`config.mk`:
```
export PLATFORM = sky130hd
export DESIGN_NAME = q2e_cordic_cell
export DESIGN_NICKNAME = d
export VERILOG_FILES = /design/src/hdl/quaternion_to_euler_unit_defines.svh /design/src/hdl/q2e_pkg.sv /design/src/hdl/q2e_cordic_cell.sv
export SDC_FILE = /design/constraint.sdc
export NUM_CORES = 1
export LEC_CHECK = 0
export ABC_AREA = 0
export ABC_CLOCK_PERIOD_IN_PS = 990
export CORE_MARGIN = 10
export CORE_UTILIZATION = 35
export DETAILED_ROUTE_END_ITERATION = 16
export DONT_BUFFER_PORTS = 1
export GPL_TIMING_DRIVEN = 0
export SYNTH_ARGS = -nofsm -noshare
export SYNTH_HDL_FRONTEND = slang
export SYNTH_SLANG_ARGS = --single-unit
export TNS_END_PERCENT = 30
```
`constraint.sdc`:
```
create_clock -name clk -period 0.99 [get_ports clk]
set_clock_uncertainty 0.15 [all_clocks]
set_input_delay 0.198 -clock clk [delete_from_list [all_inputs] [get_ports clk]]
set_output_delay 0.198 -clock clk [all_outputs]
set_load 0.1 [all_outputs]
```
`src/hdl/quaternion_to_euler_unit_defines.svh`:
```
// Assertion macros for the quaternion to Euler unit.
// Used by the top level; expects clk and arst_n in scope.
`ifndef QUATERNION_TO_EULER_UNIT_DEFINES_SVH
`define QUATERNION_TO_EULER_UNIT_DEFINES_SVH

// Same-cycle implication.
`define Q2E_ASSERT_IMP(lbl, ante, cons) \
	lbl: assert property (@(posedge clk) disable iff (!arst_n) (ante) |-> (cons)) \
		else $error("q2e check failed");

// Next-cycle implication.
`define Q2E_ASSERT_NXT(lbl, ante, cons) \
	lbl: assert property (@(posedge clk) disable iff (!arst_n) (ante) |=> (cons)) \
		else $error("q2e check failed");

`endif

```
`src/hdl/q2e_pkg.sv`:
```
// Types and constants shared by the quaternion to Euler cells and top level.
// No dependencies.
package q2e_pkg;

	localparam int SQRT_STEPS = 31;
	localparam int TAB_LEN    = 24;

	localparam logic signed [35:0] PI_Q30    = 36'sd3373259426;
	localparam logic signed [33:0] HALF_Q30  = 34'sd536870912;
	localparam logic signed [33:0] ONE_Q30   = 34'sd1073741824;
	localparam logic signed [19:0] ANGLE_MAX = 20'sd25736;
	localparam logic signed [19:0] PITCH_MAX = 20'sd12868;

	localparam logic signed [35:0] ATAN_TAB [TAB_LEN] = '{
		36'sd843314857, 36'sd497837829, 36'sd263043837, 36'sd133525159,
		36'sd67021687,  36'sd33543516,  36'sd16775851,  36'sd8388437,
		36'sd4194283,   36'sd2097149,   36'sd1048576,   36'sd524288,
		36'sd262144,    36'sd131072,    36'sd65536,     36'sd32768,
		36'sd16384,     36'sd8192,      36'sd4096,      36'sd2048,
		36'sd1024,      36'sd512,       36'sd256,       36'sd128
	};

	// operands riding along the square root chain
	typedef struct packed {
		logic signed [33:0] roll_num;
		logic signed [33:0] roll_den;
		logic signed [33:0] yaw_num;
		logic signed [33:0] yaw_den;
		logic signed [31:0] s;
	} q2e_carry_t;

	typedef struct packed {
		logic [60:0] rem;
		logic [61:0] root;
	} q2e_sqrt_t;

	typedef struct packed {
		logic signed [35:0] x;
		logic signed [35:0] y;
		logic signed [35:0] acc;
		logic               zero;
	} q2e_lane_t;

	typedef struct packed {
		q2e_lane_t roll;
		q2e_lane_t pitch;
		q2e_lane_t yaw;
	} q2e_trio_t;

endpackage

```
`src/hdl/q2e_cordic_cell.sv`:
```
// One vectoring CORDIC rotation for the roll, pitch and yaw lanes.
// Depends on q2e_pkg.
module q2e_cordic_cell #(
	parameter int IDX = 0
) (
	input  logic               clk,
	input  logic               arst_n,
	input  logic               adv,
	input  logic               valid_in,
	input  q2e_pkg::q2e_trio_t tr_in,
	output logic               valid_q,
	output q2e_pkg::q2e_trio_t tr_q
);

	localparam logic signed [35:0] ANG = q2e_pkg::ATAN_TAB[IDX];

	function automatic q2e_pkg::q2e_lane_t rot(q2e_pkg::q2e_lane_t l);
		q2e_pkg::q2e_lane_t r;
		logic signed [35:0] dx;
		logic signed [35:0] dy;
		dx = l.y >>> IDX;
		dy = l.x >>> IDX;
		r  = l;
		if (!l.y[35]) begin
			r.x   = l.x + dx;
			r.y   = l.y - dy;
			r.acc = l.acc + ANG;
		end else begin
			r.x   = l.x - dx;
			r.y   = l.y + dy;
			r.acc = l.acc - ANG;
		end
		return r;
	endfunction

	always_ff @(posedge clk or negedge arst_n) begin
		if (!arst_n) begin
			valid_q <= 1'b0;
		end else if (adv) begin
			valid_q <= valid_in;
		end
	end

	always_ff @(posedge clk) begin
		if (adv) begin
			tr_q.roll  <= rot(tr_in.roll);
			tr_q.pitch <= rot(tr_in.pitch);
			tr_q.yaw   <= rot(tr_in.yaw);
		end
	end

endmodule
```
==> results.json <==
{
  "grt_pass1_wl_mm": 203,
  "drt-met1-wl_mm": 55.8,
  "holdCritPathClass": "input port to flop",
  "dpl_cell_area_um2": 36900,
  "synth_cell_type_count": 86,
  "synth_edf_count": 324,
  "timing.final.ws_setup_ns": -2.07,
  "fin_area_um2": 43200,
  "viasPerCell": 5.80,
  "yosys-top-cells-area": "edfxtp_1 29%, ha_1 16%, a21oi_1 6.7%",
  "htree_levels": 2,
  "clock-sinks": 325,
  "numCtsBuffers": 42,
  "rows": 113,
  "min_period_over_period": 3.09,
  "dp.cells": 5157,
  "avgSynthCellArea_um2": 8.57,
  "powerDensity_nw_per_um2": 1740,
  "yosysMostFrequentCell": "a21oi_1",
  "start_util": 0.352,
  "syn_area_um2": 33400,
  "place_congestion": 0.970,
  "tightest_slew_ns": 1.20,
  "clk_latency_ns": 0.60,
  "fill_cells": 9134,
  "die_area_um2": 108000,
  "dr.pass1.iters": 6,
  "timing.max_cap.violations": 0,
  "fin_worst_hold_slack_ns": -0.438,
  "violations": "negative hold slack, negative setup slack",
  "critPathRequiredTime_ns": 1.17,
  "nNetsFinal": 4930,
  "synthCells": 3892,
  "cts_buffer_depth": 3,
  "drc": 0,
  "drive_gt1_frac": 0.230,
  "p_leak_nw": 17.4,
  "drtAntennaViolNets": 0,
  "synth_warnings": 0,
  "grt_pass1_vias": 30700,
  "track_usage": 0.246,
  "fin_crit_ns": 3.06,
  "status": "finished, violations left",
  "dpl.hpwl_mm": 109,
  "cts_tree": "yes",
  "rsz0062_at_grt": "yes",
  "grt_max_degree": 326,
  "route.met3.wl_mm": 14.4,
  "utilization": 0.456,
  "via_count": 31700,
  "yosysSeqAreaShare": 0.292,
  "maxSlewHeadroom": 0.203,
  "setup_viol": 640,
  "die_w_um": 329,
  "synthTopCellsByCount": "446 x a21oi_1, 429 x ha_1, 354 x inv_1, 324 x edfxtp_1, 305 x nor2_1",
  "synthArstFlopShare": 0.00308,
  "synth_top_area_frac": 0.292,
  "portBuffers": 0,
  "yosysTopAreaCell": "edfxtp_1",
  "grt_overflow_total": 0,
  "critPathKind": "input port to flop",
  "met2_length_mm": 65.9,
  "coreArea_um2": 94700,
  "startpoint_type": "input port",
  "timing.fmax_mhz": 327,
  "drt-wirelength-per-cell_um": 26.0,
  "endpoint_kind": "flop",
  "synthFlopType": "edfxtp_1",
  "area_growth_pct": 29.4,
  "antenna_found_initial": 6,
  "hold_viol": 347,
  "die_y_um": 329,
  "dr.max_layer_used": "met5",
  "slew_viol_final": 0,
  "arrival_ns": 3.24,
  "ir_worst_vdd_v": 0.00165,
  "layout.cells.non_filler": 5461,
  "syn_nets": 4664,
  "path_max_fanout": 8,
  "cts-root-buf": "clkbuf_16",
  "synth-seq-cells": 325,
  "cts.reportedPaths.clkPinSlew_ns": 0.06,
  "drtIter0Drc": 2893,
  "routed_wirelength_mm": 142,
  "io_pins": 659
}
-- critical path: stages --
cell and delay [ns]:
inv_2 0.03, ha_4 0.25, buf_6 0.13, nor2b_1 0.06, o21ai_1 0.20, a31oi_1 0.13, or4_4 0.54, a221o_1 0.35
a221o_2 0.42, a21boi_4 0.25, o221ai_4 0.18, o211ai_1 0.37, xor2_1 0.11
-- stage by stage --
step	total power [mW]	worst slack, ns	hold WS, ns	TNS (ns)
after floorplan	49.3	-2.23	-0.248	-517.66
after global placement	55.1	-3.11	-0.248	-702.58
after detailed placement	55.1	-3.15	-0.248	-698.63
after CTS	73.7	-2.06	-0.442	-686.72
after global routing	77.7	-2.08	-0.477	-713.97
final	75.1	-2.07	-0.438	-684.75
-- report_power, final --
part	leakage, nW	switching, mW	internal (mW)	total, mW
Combinational	13.5	13.1	9.45	22.6
Sequential	3.18	18.1	18.5	36.6
Clock	0.668	6.83	9.04	15.9
Total	17.4	38.0	37.0	75.1
-- layout by cell type (no fill, tap or decap), drive strengths merged, types with 58 or more instances in the layout --
master,n
clkbuf,154
nor2,305
a21o,144
ha,429
nor3,79
inv,356
a21oi,446
o21ai,274
buf,249
nand2,190
edfxtp,324
xnor2,249
o21bai,93
nor2b,58
-- cells by family after synthesis --
kind of cell	count (synthesis)	share of synthesized area
AOI/OAI and AO/OA	1347	0.255
adders and majority gates	441	0.168
xor gates and xnor gates	303	0.0796
DFF	325	0.292
and+or+nand+nor	903	0.130
buffers and inverters	521	0.0592
muxes	52	0.0156
-- final timing paths --
check / startpoint / end / slack, ns / cells after the start
setup / recovery: tr_in[47] / tr_q[72] / -2.07 / 13
hold / removal: adv / tr_q[159] / -0.44 / 0
setup reg to reg: valid_q / valid_q / -0.45 / 1
hold reg to reg: valid_q / valid_q / 1.07 / 1
max in group asynchronous: arst_n / valid_q / 0.38 / 2
min in group asynchronous: arst_n / valid_q / 0.21 / 2
-- area by class of cell --
type,instances,area (um^2),share of cell area
Antenna cell,5,12.5,0.000290
Clock buffer,48,1140,0.0263
Sequential cell,325,9750,0.226
Buffer,145,1050,0.0243
Multi-Input combinational cell,3046,25800,0.598
Tap cell,1265,1580,0.0367
Clock inverter,29,238,0.00551
Timing Repair Buffer,234,2070,0.0480
Inverter,364,1530,0.0354
-- metal layers --
metal,vias up,GRT usage
li1,14600,-
met1,15300,0.296
met2,1446,0.407
met3,280,0.0796
met4,2,0.0854
met5,-,0
-- flip-flops by register name, indices dropped and copies added (netlist names) --
name / flops
tr_q: 324
valid_q: 1
-- timing repair --
item,4_1_cts,5_1_grt
hold buffers,23,3
resized for setup,371,272
cloned,5,0
setup buffers,140,82
endpoints found under the hold margin,491,454
pin swaps,187,214
endpoints found under the setup margin,640,643
Note: power is estimated with default switching activity, not from simulation.
