<file path="src/hdl/quaternion_to_euler_unit_defines.svh">
// Assertion macros for the quaternion to Euler unit.
// Used by the top level; expects clk and arst_n in scope.
`ifndef QUATERNION_TO_EULER_UNIT_DEFINES_SVH
`define QUATERNION_TO_EULER_UNIT_DEFINES_SVH

// Same-cycle implication.
`define Q2E_ASSERT_IMP(lbl, ante, cons) \
	lbl: assert property (@(posedge clk) disable iff (!arst_n) (ante) |-> (cons)) \
		else $error("q2e check failed");

// Next-cycle implication.
`define Q2E_ASSERT_NXT(lbl, ante, cons) \
	lbl: assert property (@(posedge clk) disable iff (!arst_n) (ante) |=> (cons)) \
		else $error("q2e check failed");

`endif

</file>
<file path="src/hdl/q2e_pkg.sv">
// Types and constants shared by the quaternion to Euler cells and top level.
// No dependencies.
package q2e_pkg;

	localparam int SQRT_STEPS = 31;
	localparam int TAB_LEN    = 24;

	localparam logic signed [35:0] PI_Q30    = 36'sd3373259426;
	localparam logic signed [33:0] HALF_Q30  = 34'sd536870912;
	localparam logic signed [33:0] ONE_Q30   = 34'sd1073741824;
	localparam logic signed [19:0] ANGLE_MAX = 20'sd25736;
	localparam logic signed [19:0] PITCH_MAX = 20'sd12868;

	localparam logic signed [35:0] ATAN_TAB [TAB_LEN] = '{
		36'sd843314857, 36'sd497837829, 36'sd263043837, 36'sd133525159,
		36'sd67021687,  36'sd33543516,  36'sd16775851,  36'sd8388437,
		36'sd4194283,   36'sd2097149,   36'sd1048576,   36'sd524288,
		36'sd262144,    36'sd131072,    36'sd65536,     36'sd32768,
		36'sd16384,     36'sd8192,      36'sd4096,      36'sd2048,
		36'sd1024,      36'sd512,       36'sd256,       36'sd128
	};

	// operands riding along the square root chain
	typedef struct packed {
		logic signed [33:0] roll_num;
		logic signed [33:0] roll_den;
		logic signed [33:0] yaw_num;
		logic signed [33:0] yaw_den;
		logic signed [31:0] s;
	} q2e_carry_t;

	typedef struct packed {
		logic [60:0] rem;
		logic [61:0] root;
	} q2e_sqrt_t;

	typedef struct packed {
		logic signed [35:0] x;
		logic signed [35:0] y;
		logic signed [35:0] acc;
		logic               zero;
	} q2e_lane_t;

	typedef struct packed {
		q2e_lane_t roll;
		q2e_lane_t pitch;
		q2e_lane_t yaw;
	} q2e_trio_t;

endpackage

</file>
<file path="src/hdl/q2e_sqrt_cell.sv">
// One bit of the integer square root, registered.
// Depends on q2e_pkg.
module q2e_sqrt_cell #(
	parameter int BITPOS = 60
) (
	input  logic                clk,
	input  logic                arst_n,
	input  logic                adv,
	input  logic                valid_in,
	input  q2e_pkg::q2e_sqrt_t  st_in,
	input  q2e_pkg::q2e_carry_t cy_in,
	output logic                valid_q,
	output q2e_pkg::q2e_sqrt_t  st_q,
	output q2e_pkg::q2e_carry_t cy_q
);

	localparam logic [61:0] BIT = 62'd1 << BITPOS;

	logic [61:0]        trial;
	q2e_pkg::q2e_sqrt_t st_nx;

	always_comb begin
		trial = st_in.root + BIT;
		if ({1'b0, st_in.rem} >= trial) begin
			st_nx.rem  = st_in.rem - trial[60:0];
			st_nx.root = (st_in.root >> 1) + BIT;
		end else begin
			st_nx.rem  = st_in.rem;
			st_nx.root = st_in.root >> 1;
		end
	end

	always_ff @(posedge clk or negedge arst_n) begin
		if (!arst_n) begin
			valid_q <= 1'b0;
		end else if (adv) begin
			valid_q <= valid_in;
		end
	end

	always_ff @(posedge clk) begin
		if (adv) begin
			st_q <= st_nx;
			cy_q <= cy_in;
		end
	end

endmodule

</file>
<file path="config.mk">
export PLATFORM = sky130hd
export DESIGN_NAME = q2e_sqrt_cell
export DESIGN_NICKNAME = d
export VERILOG_FILES = /design/src/hdl/quaternion_to_euler_unit_defines.svh /design/src/hdl/q2e_pkg.sv /design/src/hdl/q2e_sqrt_cell.sv
export SDC_FILE = /design/constraint.sdc
export NUM_CORES = 1
export LEC_CHECK = 0
export BUFFER_PORTS_ARGS = -buffer_cell sky130_fd_sc_hd__buf_2
export CORE_AREA = 2 2 228 230
export CTS_CLUSTER_SIZE = 14
export DETAILED_ROUTE_END_ITERATION = 10
export DIE_AREA = 0 0 230 232
export MAX_ROUTING_LAYER = met4
export PLACE_DENSITY = 0.52
export SYNTH_ARGS = -nofsm -noshare
export SYNTH_HDL_FRONTEND = slang
export SYNTH_SLANG_ARGS = --single-unit
</file>
<file path="constraint.sdc">
create_clock -name clk -period 1 [get_ports clk]
set_clock_uncertainty 0.05 [all_clocks]
set_input_delay 0 -clock clk [delete_from_list [all_inputs] [get_ports clk]]
set_output_delay 0 -clock clk [all_outputs]
set_load 0.01 [all_outputs]
</file>
==> results of run 1 <==
cells by family (layout without fill, tap and decap cells):
family / after synthesis / in the layout / synth area share (%)
buffers and inverters: 107 / 1301 / 3.38
adders and majority gates: 62 / 62 / 5.85
other: 0 / 10 / 0
muxes: 49 / 49 / 4.09
AOI/OAI and AO/OA: 237 / 237 / 11.7
DFF: 292 / 292 / 65.5
and+or+nand+nor: 168 / 168 / 6.02
xor gates and xnor gates: 53 / 53 / 3.47
registers in the layout, indices dropped and copies added (netlist names):
register	count
cy_q	168
st_q	123
valid_q	1
path summary, 6_finish.rpt:
kind / to / slack, ns / cells after the start
worst max-delay path: st_q[77] / -1.73 / 16
worst min-delay path: st_q[0] / -0.38 / 1
worst max register to register: valid_q / 0.07 / 2
worst min register to register: valid_q / 0.57 / 2
max in group asynchronous: valid_q / 0.46 / 3
min in group asynchronous: valid_q / 0.32 / 3
synth_stat cells, types with 7 or more instances:
library cell	count
mux2_2	45
xnor2_1	36
clkbuf_1	21
nand4_1	15
xor2_1	17
nand2_1	51
ha_1	61
edfxtp_1	291
o21ai_0	59
or2_2	8
nand3_1	10
nor2b_1	7
inv_1	73
a31oi_1	8
o21bai_1	9
nor3_1	9
nor2_1	44
a21oi_1	65
buf_2	7
o31a_1	8
a21o_1	38
nand2b_1	7
power by group through the flow:
stage | Clock (uW) | Sequential (uW) | Combinational [uW]
global route | 13600 | 15200 | 9750
CTS | 13100 | 15100 | 8830
global placement | 0 | 15300 | 7530
detailed placement | 0 | 15300 | 7550
finish | 12700 | 15100 | 9080
floorplan | 0 | 15900 | 2550
repair_timing:
item / 4_1_cts / 5_1_grt
gates cloned: 0 / 2
setup buffers: 2 / 8
endpoints found under the setup margin: 355 / 472
pin swaps: 5 / 16
resized for setup: 126 / 67
hold endpoints to repair: 368 / 3
metal layers:
metal | vias to the layer above | global-route usage (%) | routed length [um]
met5 | - | - | 0
met4 | 0 | 8.65 | 2100
met2 | 445 | 38.3 | 30400
met1 | 6145 | 22.0 | 21500
met3 | 88 | 4.59 | 3420
li1 | 6013 | - | -
critical path, stage by stage:
cell,delay [ns]
buf_2,0.12
inv_1,0.05
ha_1,0.29
nand4_1,0.09
inv_1,0.09
nand3_1,0.23
nor3b_2,0.31
buf_4,0.16
a2111oi_4,0.03
buf_4,0.14
and2_4,0.15
o2111a_1,0.26
o31a_1,0.27
or2_4,0.28
buf_12,0.17
mux2_2,0.30
metrics by stage:
step | hold slack [ns] | cells
6_report | -0.383 | 2852
5_1_grt | -0.417 | 2852
4_1_cts | -0.388 | 2832
3_5_place_dp | -0.269 | 2477
3_3_place_gp | -0.274 | 2477
2_1_floorplan | -0.346 | 968
layout make-up:
class                      count  area, sq um  share of cell area, %
timing repair buffer        1167         8650                   35.8
sequential                   292         8760                   36.3
clock buffer                  38          887                   3.67
antenna                       10         25.0                  0.104
tap                          680          851                   3.52
inverter                      73          284                   1.18
multi-input combinational    569         4460                   18.4
clock inverter                23          245                   1.01
==> flow_metrics.tcl, run 1 <==
set metrics [dict create \
    critPathKind "in2reg" \
    p_seq_share_pct 40.9 \
    clkPwrFrac_pct 34.5 \
    final_max_slew_viol_count 0 \
    ios 587 \
    rsz0062_at_grt "true" \
    synth_top_area_cell "edfxtp_1" \
    layout_commonest_cell "buf_2" \
    fmax_mhz 366 \
    core_area_sq_um 50900 \
    switchingPower_uw 9950 \
    antenna_found_initial 12 \
    synth_edf_count 291 \
    clk_path_buf_depth 3 \
    reg2reg_from "valid_q" \
    fin_crit_sh_pct 273 \
    vias 12700 \
    hpwlAfterDp_um 42700 \
    synth-main-ff-cell "edfxtp_1" \
    violations "negative hold slack, negative setup slack" \
    p_leak_uw 0.0108 \
    cts_tree "built" \
    die_y_um 232 \
    drive_gt1_share_pct 47.8 \
    final_area_sq_um 24200 \
    drt-pass1-iter-count 4 \
    syn_area_per_cell_sq_um 13.8 \
    drc 0 \
    clk_pin_slew_ns 0.06 \
    synth_nets 1325 \
    pre_cts_slack_ns -2.58 \
    layout_min_cycle_time_ns 2.73 \
    holdCritPathClass "in2reg" \
    syn_inst 968 \
    cap_violations 0 \
    syn_area_sq_um 13400 \
    die_w_um 230 \
    grt_pass1_wl_um 81600 \
    final_util_pct 47.5 \
    finalHoldViolCount 3 \
    n_fill_cell 4601 \
    dieArea_sq_um 53400 \
    power_density_nw_per_um2 1530 \
    clk_latency_ns 0.54 \
    grt_max_degree 33 \
    gp_congestion 0.866 \
    grt-ovfl-total 0 \
    cts_buffers 35 \
    synth_cell_types 61 \
    cts.sinks 292 \
    synth_top_area_share_pct 65.3 \
    wire_per_inst_um 20.1 \
    port-buffer-count 586 \
    worstSetupStartpoint "st_in[35]" \
    crit_fanout 24 \
    min-delay-start "st_in[1]" \
    place_area_sq_um 19300 \
    ir_worst_vdd_mv 1.25 \
    outcome "finished, violations left" \
    root_buffer "clkbuf_16" \
    cp-start-kind "input port" \
    max_slew_margin_pct 66.4 \
    required_ns 1.24 \
    power.internal_uw 27000 \
    synth-warning-count 0 \
    timing.hold.ws_ns -0.383 \
    design_power_total_uw 36900 \
    vias_per_cell 4.45 \
    setup_viol 355 \
    drt_wl_total_um 57400 \
    dr.first_iter.drc_count 555 \
    p_sw_share_pct 27.0 \
    tightest_slew_ns 0.501 \
    ys_seq_area_share_pct 65.5 \
    cts_htree_levels 2 \
    p_comb_share_pct 24.6 \
    synth_seq_cells 292 \
    end_kind "register" \
    grt_pass1_vias 13400 \
    hold_buffers 292 \
    nets 2495 \
    drtAntennaViolNets 0 \
    grt_usage_pct 21.0 \
    tns_ns -134.93 \
    row_count 83 \
    fin_ws_ns -1.73 \
    syn2layout_area_growth_pct 80.6 \
    arrival_ns 2.97 \
    synth-async-reset-ratio_pct 0.342 \
    start_util_pct 26.3 \
    final_cell_mix "buf_2 (522), edfxtp_1 (291), dlygate4sd3_1 (291), buf_4 (271), inv_1 (68)" \
    synth.area.top_cells "edfxtp_1 (65%), ha_1 (5.7%), mux2_2 (3.8%), a21oi_1 (2.4%), xnor2_1 (2.4%)" \
]
(Power assumes the default switching activity.)
==> inputs of run 2 (changes only) <==
- CORE_AREA: 2 2 228 230 -> 2 2 227 229
- DIE_AREA: 0 0 230 232 -> 0 0 229 231
==> flow_metrics.tcl, run 2 (same netlist as run 1, synthesis figures left out) <==
set metrics [dict create \
    finalHoldViolCount 1 \
    fin_crit_sh_pct 275 \
    largest_reg_flops 168 \
    fin_ws_ns -1.75 \
    setup_viol 380 \
    pre_cts_slack_ns -2.72 \
    cts_tree "built" \
    vias 12600 \
    nets 2487 \
    cap_violations 0 \
    grt-ovfl-total 0 \
    tns_ns -139.26 \
    hpwlAfterDp_um 42900 \
    tightest_slew_ns 0.473 \
    dr_wl_met3_um 3610 \
    top_regs "cy_q x168, st_q x123, valid_q x1" \
    grt_max_degree 42 \
    drtAntennaViolNets 0 \
    p_leak_uw 0.0107 \
    grt_usage_pct 21.5 \
    core_area_sq_um 50700 \
    die_w_um 229 \
    dr.first_iter.drc_count 576 \
    rsz0062_at_grt "true" \
    wire_per_inst_um 20.1 \
    root_buffer "clkbuf_16" \
    antenna_found_initial 15 \
    cts_htree_levels 2 \
    ios 587 \
    top_layer "met4" \
    final_max_slew_viol_count 0 \
    syn2layout_area_growth_pct 79.1 \
    required_ns 1.25 \
    fmax_mhz 364 \
    max_slew_margin_pct 67.7 \
    arrival_ns 3.00 \
    drive_gt1_share_pct 47.0 \
    cts_buffers 36 \
    crit_fanout 26 \
    dieArea_sq_um 52900 \
    power_density_nw_per_um2 1570 \
    clk_pin_slew_ns 0.06 \
    routed-wl-met2_um 29800 \
    outcome "finished, violations left" \
    grt_pass1_wl_um 82400 \
    die_y_um 231 \
    start_util_pct 26.4 \
    place_area_sq_um 19200 \
    cts.sinks 292 \
    clk_path_buf_depth 3 \
    timing.hold.ws_ns -0.284 \
    final_area_sq_um 24000 \
    layout_commonest_cell "buf_2" \
    cp-start-kind "input port" \
    port-buffer-count 586 \
    final_util_pct 47.3 \
    grt_pass1_vias 13400 \
    ir_worst_vdd_mv 1.19 \
    layout_min_cycle_time_ns 2.75 \
    gp_congestion 0.842 \
    drt_wl_total_um 57200 \
    violations "negative hold slack, negative setup slack" \
    vias_per_cell 4.43 \
    drc 0 \
    clk_latency_ns 0.54 \
    critPathKind "in2reg" \
    largest_register "cy_q" \
    wl_met1_um 21000 \
    end_kind "register" \
    row_count 83 \
    final_cell_mix "buf_2 (534), dlygate4sd3_1 (293), edfxtp_1 (291), buf_4 (263), inv_1 (71)" \
    holdCritPathClass "in2reg" \
    drt-pass1-iter-count 5 \
]
run 2: area by class of cell:
class,instances,area [sq um]
antenna,13,32.5
fill,4599,26700
tap,680,851
multi-input combinational,569,4370
clock buffer,44,931
sequential,292,8760
clock inverter,20,270
timing repair buffer,1158,8460
inverter,73,282
run 2: critical path, stage by stage:
cell and delay, ns:
buf_8 0.09, inv_8 0.03, ha_4 0.15, fa_2 0.38, nor2b_4 0.13, o31a_1 0.21
o21bai_4 0.08, a2111oi_4 0.36, o21ai_2 0.11, and2_4 0.16, o2111a_1 0.26, o31a_1 0.27
or2_4 0.28, buf_12 0.17, mux2_2 0.29
run 2: through the flow:
step,power [uW],cells
floorplan,18400,968
global placement,22800,2473
detailed placement,22800,2473
CTS,37800,2829
global route,39100,2849
finish,37600,2849
run 2: timing repair:
| item | CTS | global route |
|---|---|---|
| hold buffers | 290 | 3 |
| setup endpoints to repair | 355 | 378 |
| pin swaps | 4 | 5 |
| gates cloned | 0 | 1 |
| resized for setup | 116 | 56 |
| hold endpoints to repair | 425 | 4 |
| setup buffers | 2 | 3 |
run 2: metal layers:
metal,GRT usage [%],vias to the layer above
met3,5.69,106
met2,38.6,439
li1,-,6006
met4,9.92,0
met5,-,-
met1,21.8,6057
run 2: path summary, 6_finish.rpt:
| check | to | cells past startpoint | slack [ns] | start |
|---|---|---|---|---|
| setup / recovery | st_q[71] | 15 | -1.75 | st_in[62] |
| hold / removal | st_q[62] | 3 | -0.28 | st_in[62] |
| setup reg to reg | valid_q | 1 | 0.21 | valid_q |
| hold reg to reg | valid_q | 1 | 0.46 | valid_q |
| max in group asynchronous | valid_q | 3 | 0.46 | arst_n |
| min in group asynchronous | valid_q | 3 | 0.34 | arst_n |
run 2: power breakdown:
part | total (uW) | switching [uW] | internal, uW
logic | 8950 | 4310 | 4640
registers | 15100 | 354 | 14700
clock network | 13500 | 5490 | 8020
==> inputs of run 3 (changes only) <==
- SETUP_SLACK_MARGIN: unset -> 0.2
==> flow_metrics.tcl, run 3 (same netlist as run 1, synthesis figures left out) <==
set metrics [dict create \
    crit_family "compound AO/OA/AOI/OAI gates" \
    ios 587 \
    crit_buf_inv 3 \
    grt_max_degree 42 \
    root_buffer "clkbuf_16" \
    die_y_um 231 \
    cp-start-kind "input port" \
    syn2layout_area_growth_pct 78.4 \
    top_regs "cy_q x168, st_q x123, valid_q x1" \
    drtAntennaViolNets 0 \
    max_slew_margin_pct 67.9 \
    final_max_slew_viol_count 0 \
    cpPeakStageDelay_ns 0.38 \
    critPathKind "in2reg" \
    routed-wl-met2_um 29700 \
    reg2reg_from "valid_q" \
    n_fill_cell 4613 \
    outcome "finished, violations left" \
    largest_register "cy_q" \
    worstPathCellList "buf_8 > inv_8 > ha_4 > fa_2 > nor2b_4 > o31a_1 > o21bai_4 > a2111oi_4 > o21ai_2 > and2_4 > o2111a_1 > o31a_1 > or2_4 > buf_12 > mux2_2" \
    grt_usage_pct 21.4 \
    power_density_nw_per_um2 1570 \
    arrival_ns 3.01 \
    min-delay-start "st_in[62]" \
    fmax_mhz 363 \
    drive_gt1_share_pct 46.9 \
    cts.sinks 292 \
    fin_ws_ns -1.76 \
    rsz0062_at_grt "true" \
    vias 12600 \
    drt-pass1-iter-count 5 \
    wire_per_inst_um 20.0 \
    clk_pin_slew_ns 0.06 \
    violations "negative hold slack, negative setup slack" \
    vias_per_cell 4.41 \
    start_util_pct 26.4 \
    grt_pass1_vias 13400 \
    final_cell_mix "buf_2 (535), dlygate4sd3_1 (292), edfxtp_1 (291), buf_4 (265), inv_1 (71)" \
    grt-ovfl-total 0 \
    holdCritPathClass "in2reg" \
    clk_latency_ns 0.55 \
    core_area_sq_um 50700 \
    cap_violations 0 \
    row_count 83 \
    crit_fanout 26 \
    setup_viol 355 \
    grt_pass1_wl_um 82200 \
    place_area_sq_um 19200 \
    final_util_pct 47.1 \
    required_ns 1.25 \
    timing.hold.ws_ns -0.284 \
    largest_reg_flops 168 \
    wl_met1_um 20800 \
    cts_buffers 36 \
    top_layer "met4" \
    finalHoldViolCount 134 \
    cts_tree "built" \
    slowest_stage "fa_2" \
    ir_worst_vdd_mv 1.19 \
    layout_commonest_cell "buf_2" \
    worstSetupStartpoint "st_in[62]" \
    gp_congestion 0.842 \
    dr.first_iter.drc_count 568 \
    drt_wl_total_um 56800 \
    cts_htree_levels 2 \
    pre_cts_slack_ns -2.72 \
    tns_ns -139.14 \
    fin_crit_sh_pct 276 \
    cpMostUsedCell "o31a_1" \
    die_w_um 229 \
    clk_path_buf_depth 3 \
    dieArea_sq_um 52900 \
    final_area_sq_um 23900 \
    hpwlAfterDp_um 42900 \
    p_leak_uw 0.0107 \
    end_kind "register" \
    port-buffer-count 586 \
    antenna_found_initial 15 \
    layout_min_cycle_time_ns 2.76 \
    nets 2484 \
    tightest_slew_ns 0.470 \
    dr_wl_met3_um 3640 \
    drc 0 \
]
==> run 3: stage by stage <==
stage / hold slack, ns / total power (uW) / instances
global placement: -0.273 / 22800 / 2473
detailed placement: -0.266 / 22800 / 2473
global route: -0.289 / 39000 / 2846
finish: -0.284 / 37500 / 2846
CTS: -0.301 / 37700 / 2828
floorplan: -0.346 / 18400 / 968
==> run 3: what timing repair did <==
action,in CTS,in global routing
endpoints found under the setup margin,355,356
hold buffers,289,3
hold endpoints to repair,425,137
buffers inserted,2,2
pin swaps,3,5
resized for setup,114,47
==> run 3: worst min-delay path: cells and delay by family <==
family                 cells  cell delay, ns
buffers and inverters      1            0.09
AOI/OAI and AO/OA          2            0.12
==> run 3: layout make-up <==
| type | instances | area (sq um) | area share [%] |
|---|---|---|---|
| Antenna cell | 13 | 32.5 | 0.136 |
| Clock buffer | 44 | 931 | 3.90 |
| Clock inverter | 20 | 270 | 1.13 |
| Inverter | 73 | 282 | 1.18 |
| Multi-Input combinational cell | 569 | 4340 | 18.2 |
| Sequential cell | 292 | 8760 | 36.7 |
| Tap cell | 680 | 851 | 3.57 |
| Timing Repair Buffer | 1155 | 8390 | 35.2 |
==> run 3: power by group <==
| group | internal [uW] | switching [uW] |
|---|---|---|
| Sequential | 14700 | 348 |
| Clock | 8020 | 5470 |
| Combinational | 4600 | 4280 |
==> run 3: per-layer routing <==
| layer | vias to the layer above | global-route usage [%] |
|---|---|---|
| met1 | 6031 | 21.7 |
| met4 | 0 | 9.88 |
| met3 | 100 | 5.73 |
| met5 | - | - |
| li1 | 6000 | - |
| met2 | 432 | 38.4 |
==> run 3: final timing paths <==
kind                       endpoint  slack [ns]  cells after the start
min in group asynchronous   valid_q        0.34                      3
max in group asynchronous   valid_q        0.45                      3
min                        st_q[62]       -0.28                      3
max reg2reg                 valid_q        0.21                      1
max                        st_q[71]       -1.76                     15
min reg2reg                 valid_q        0.46                      1
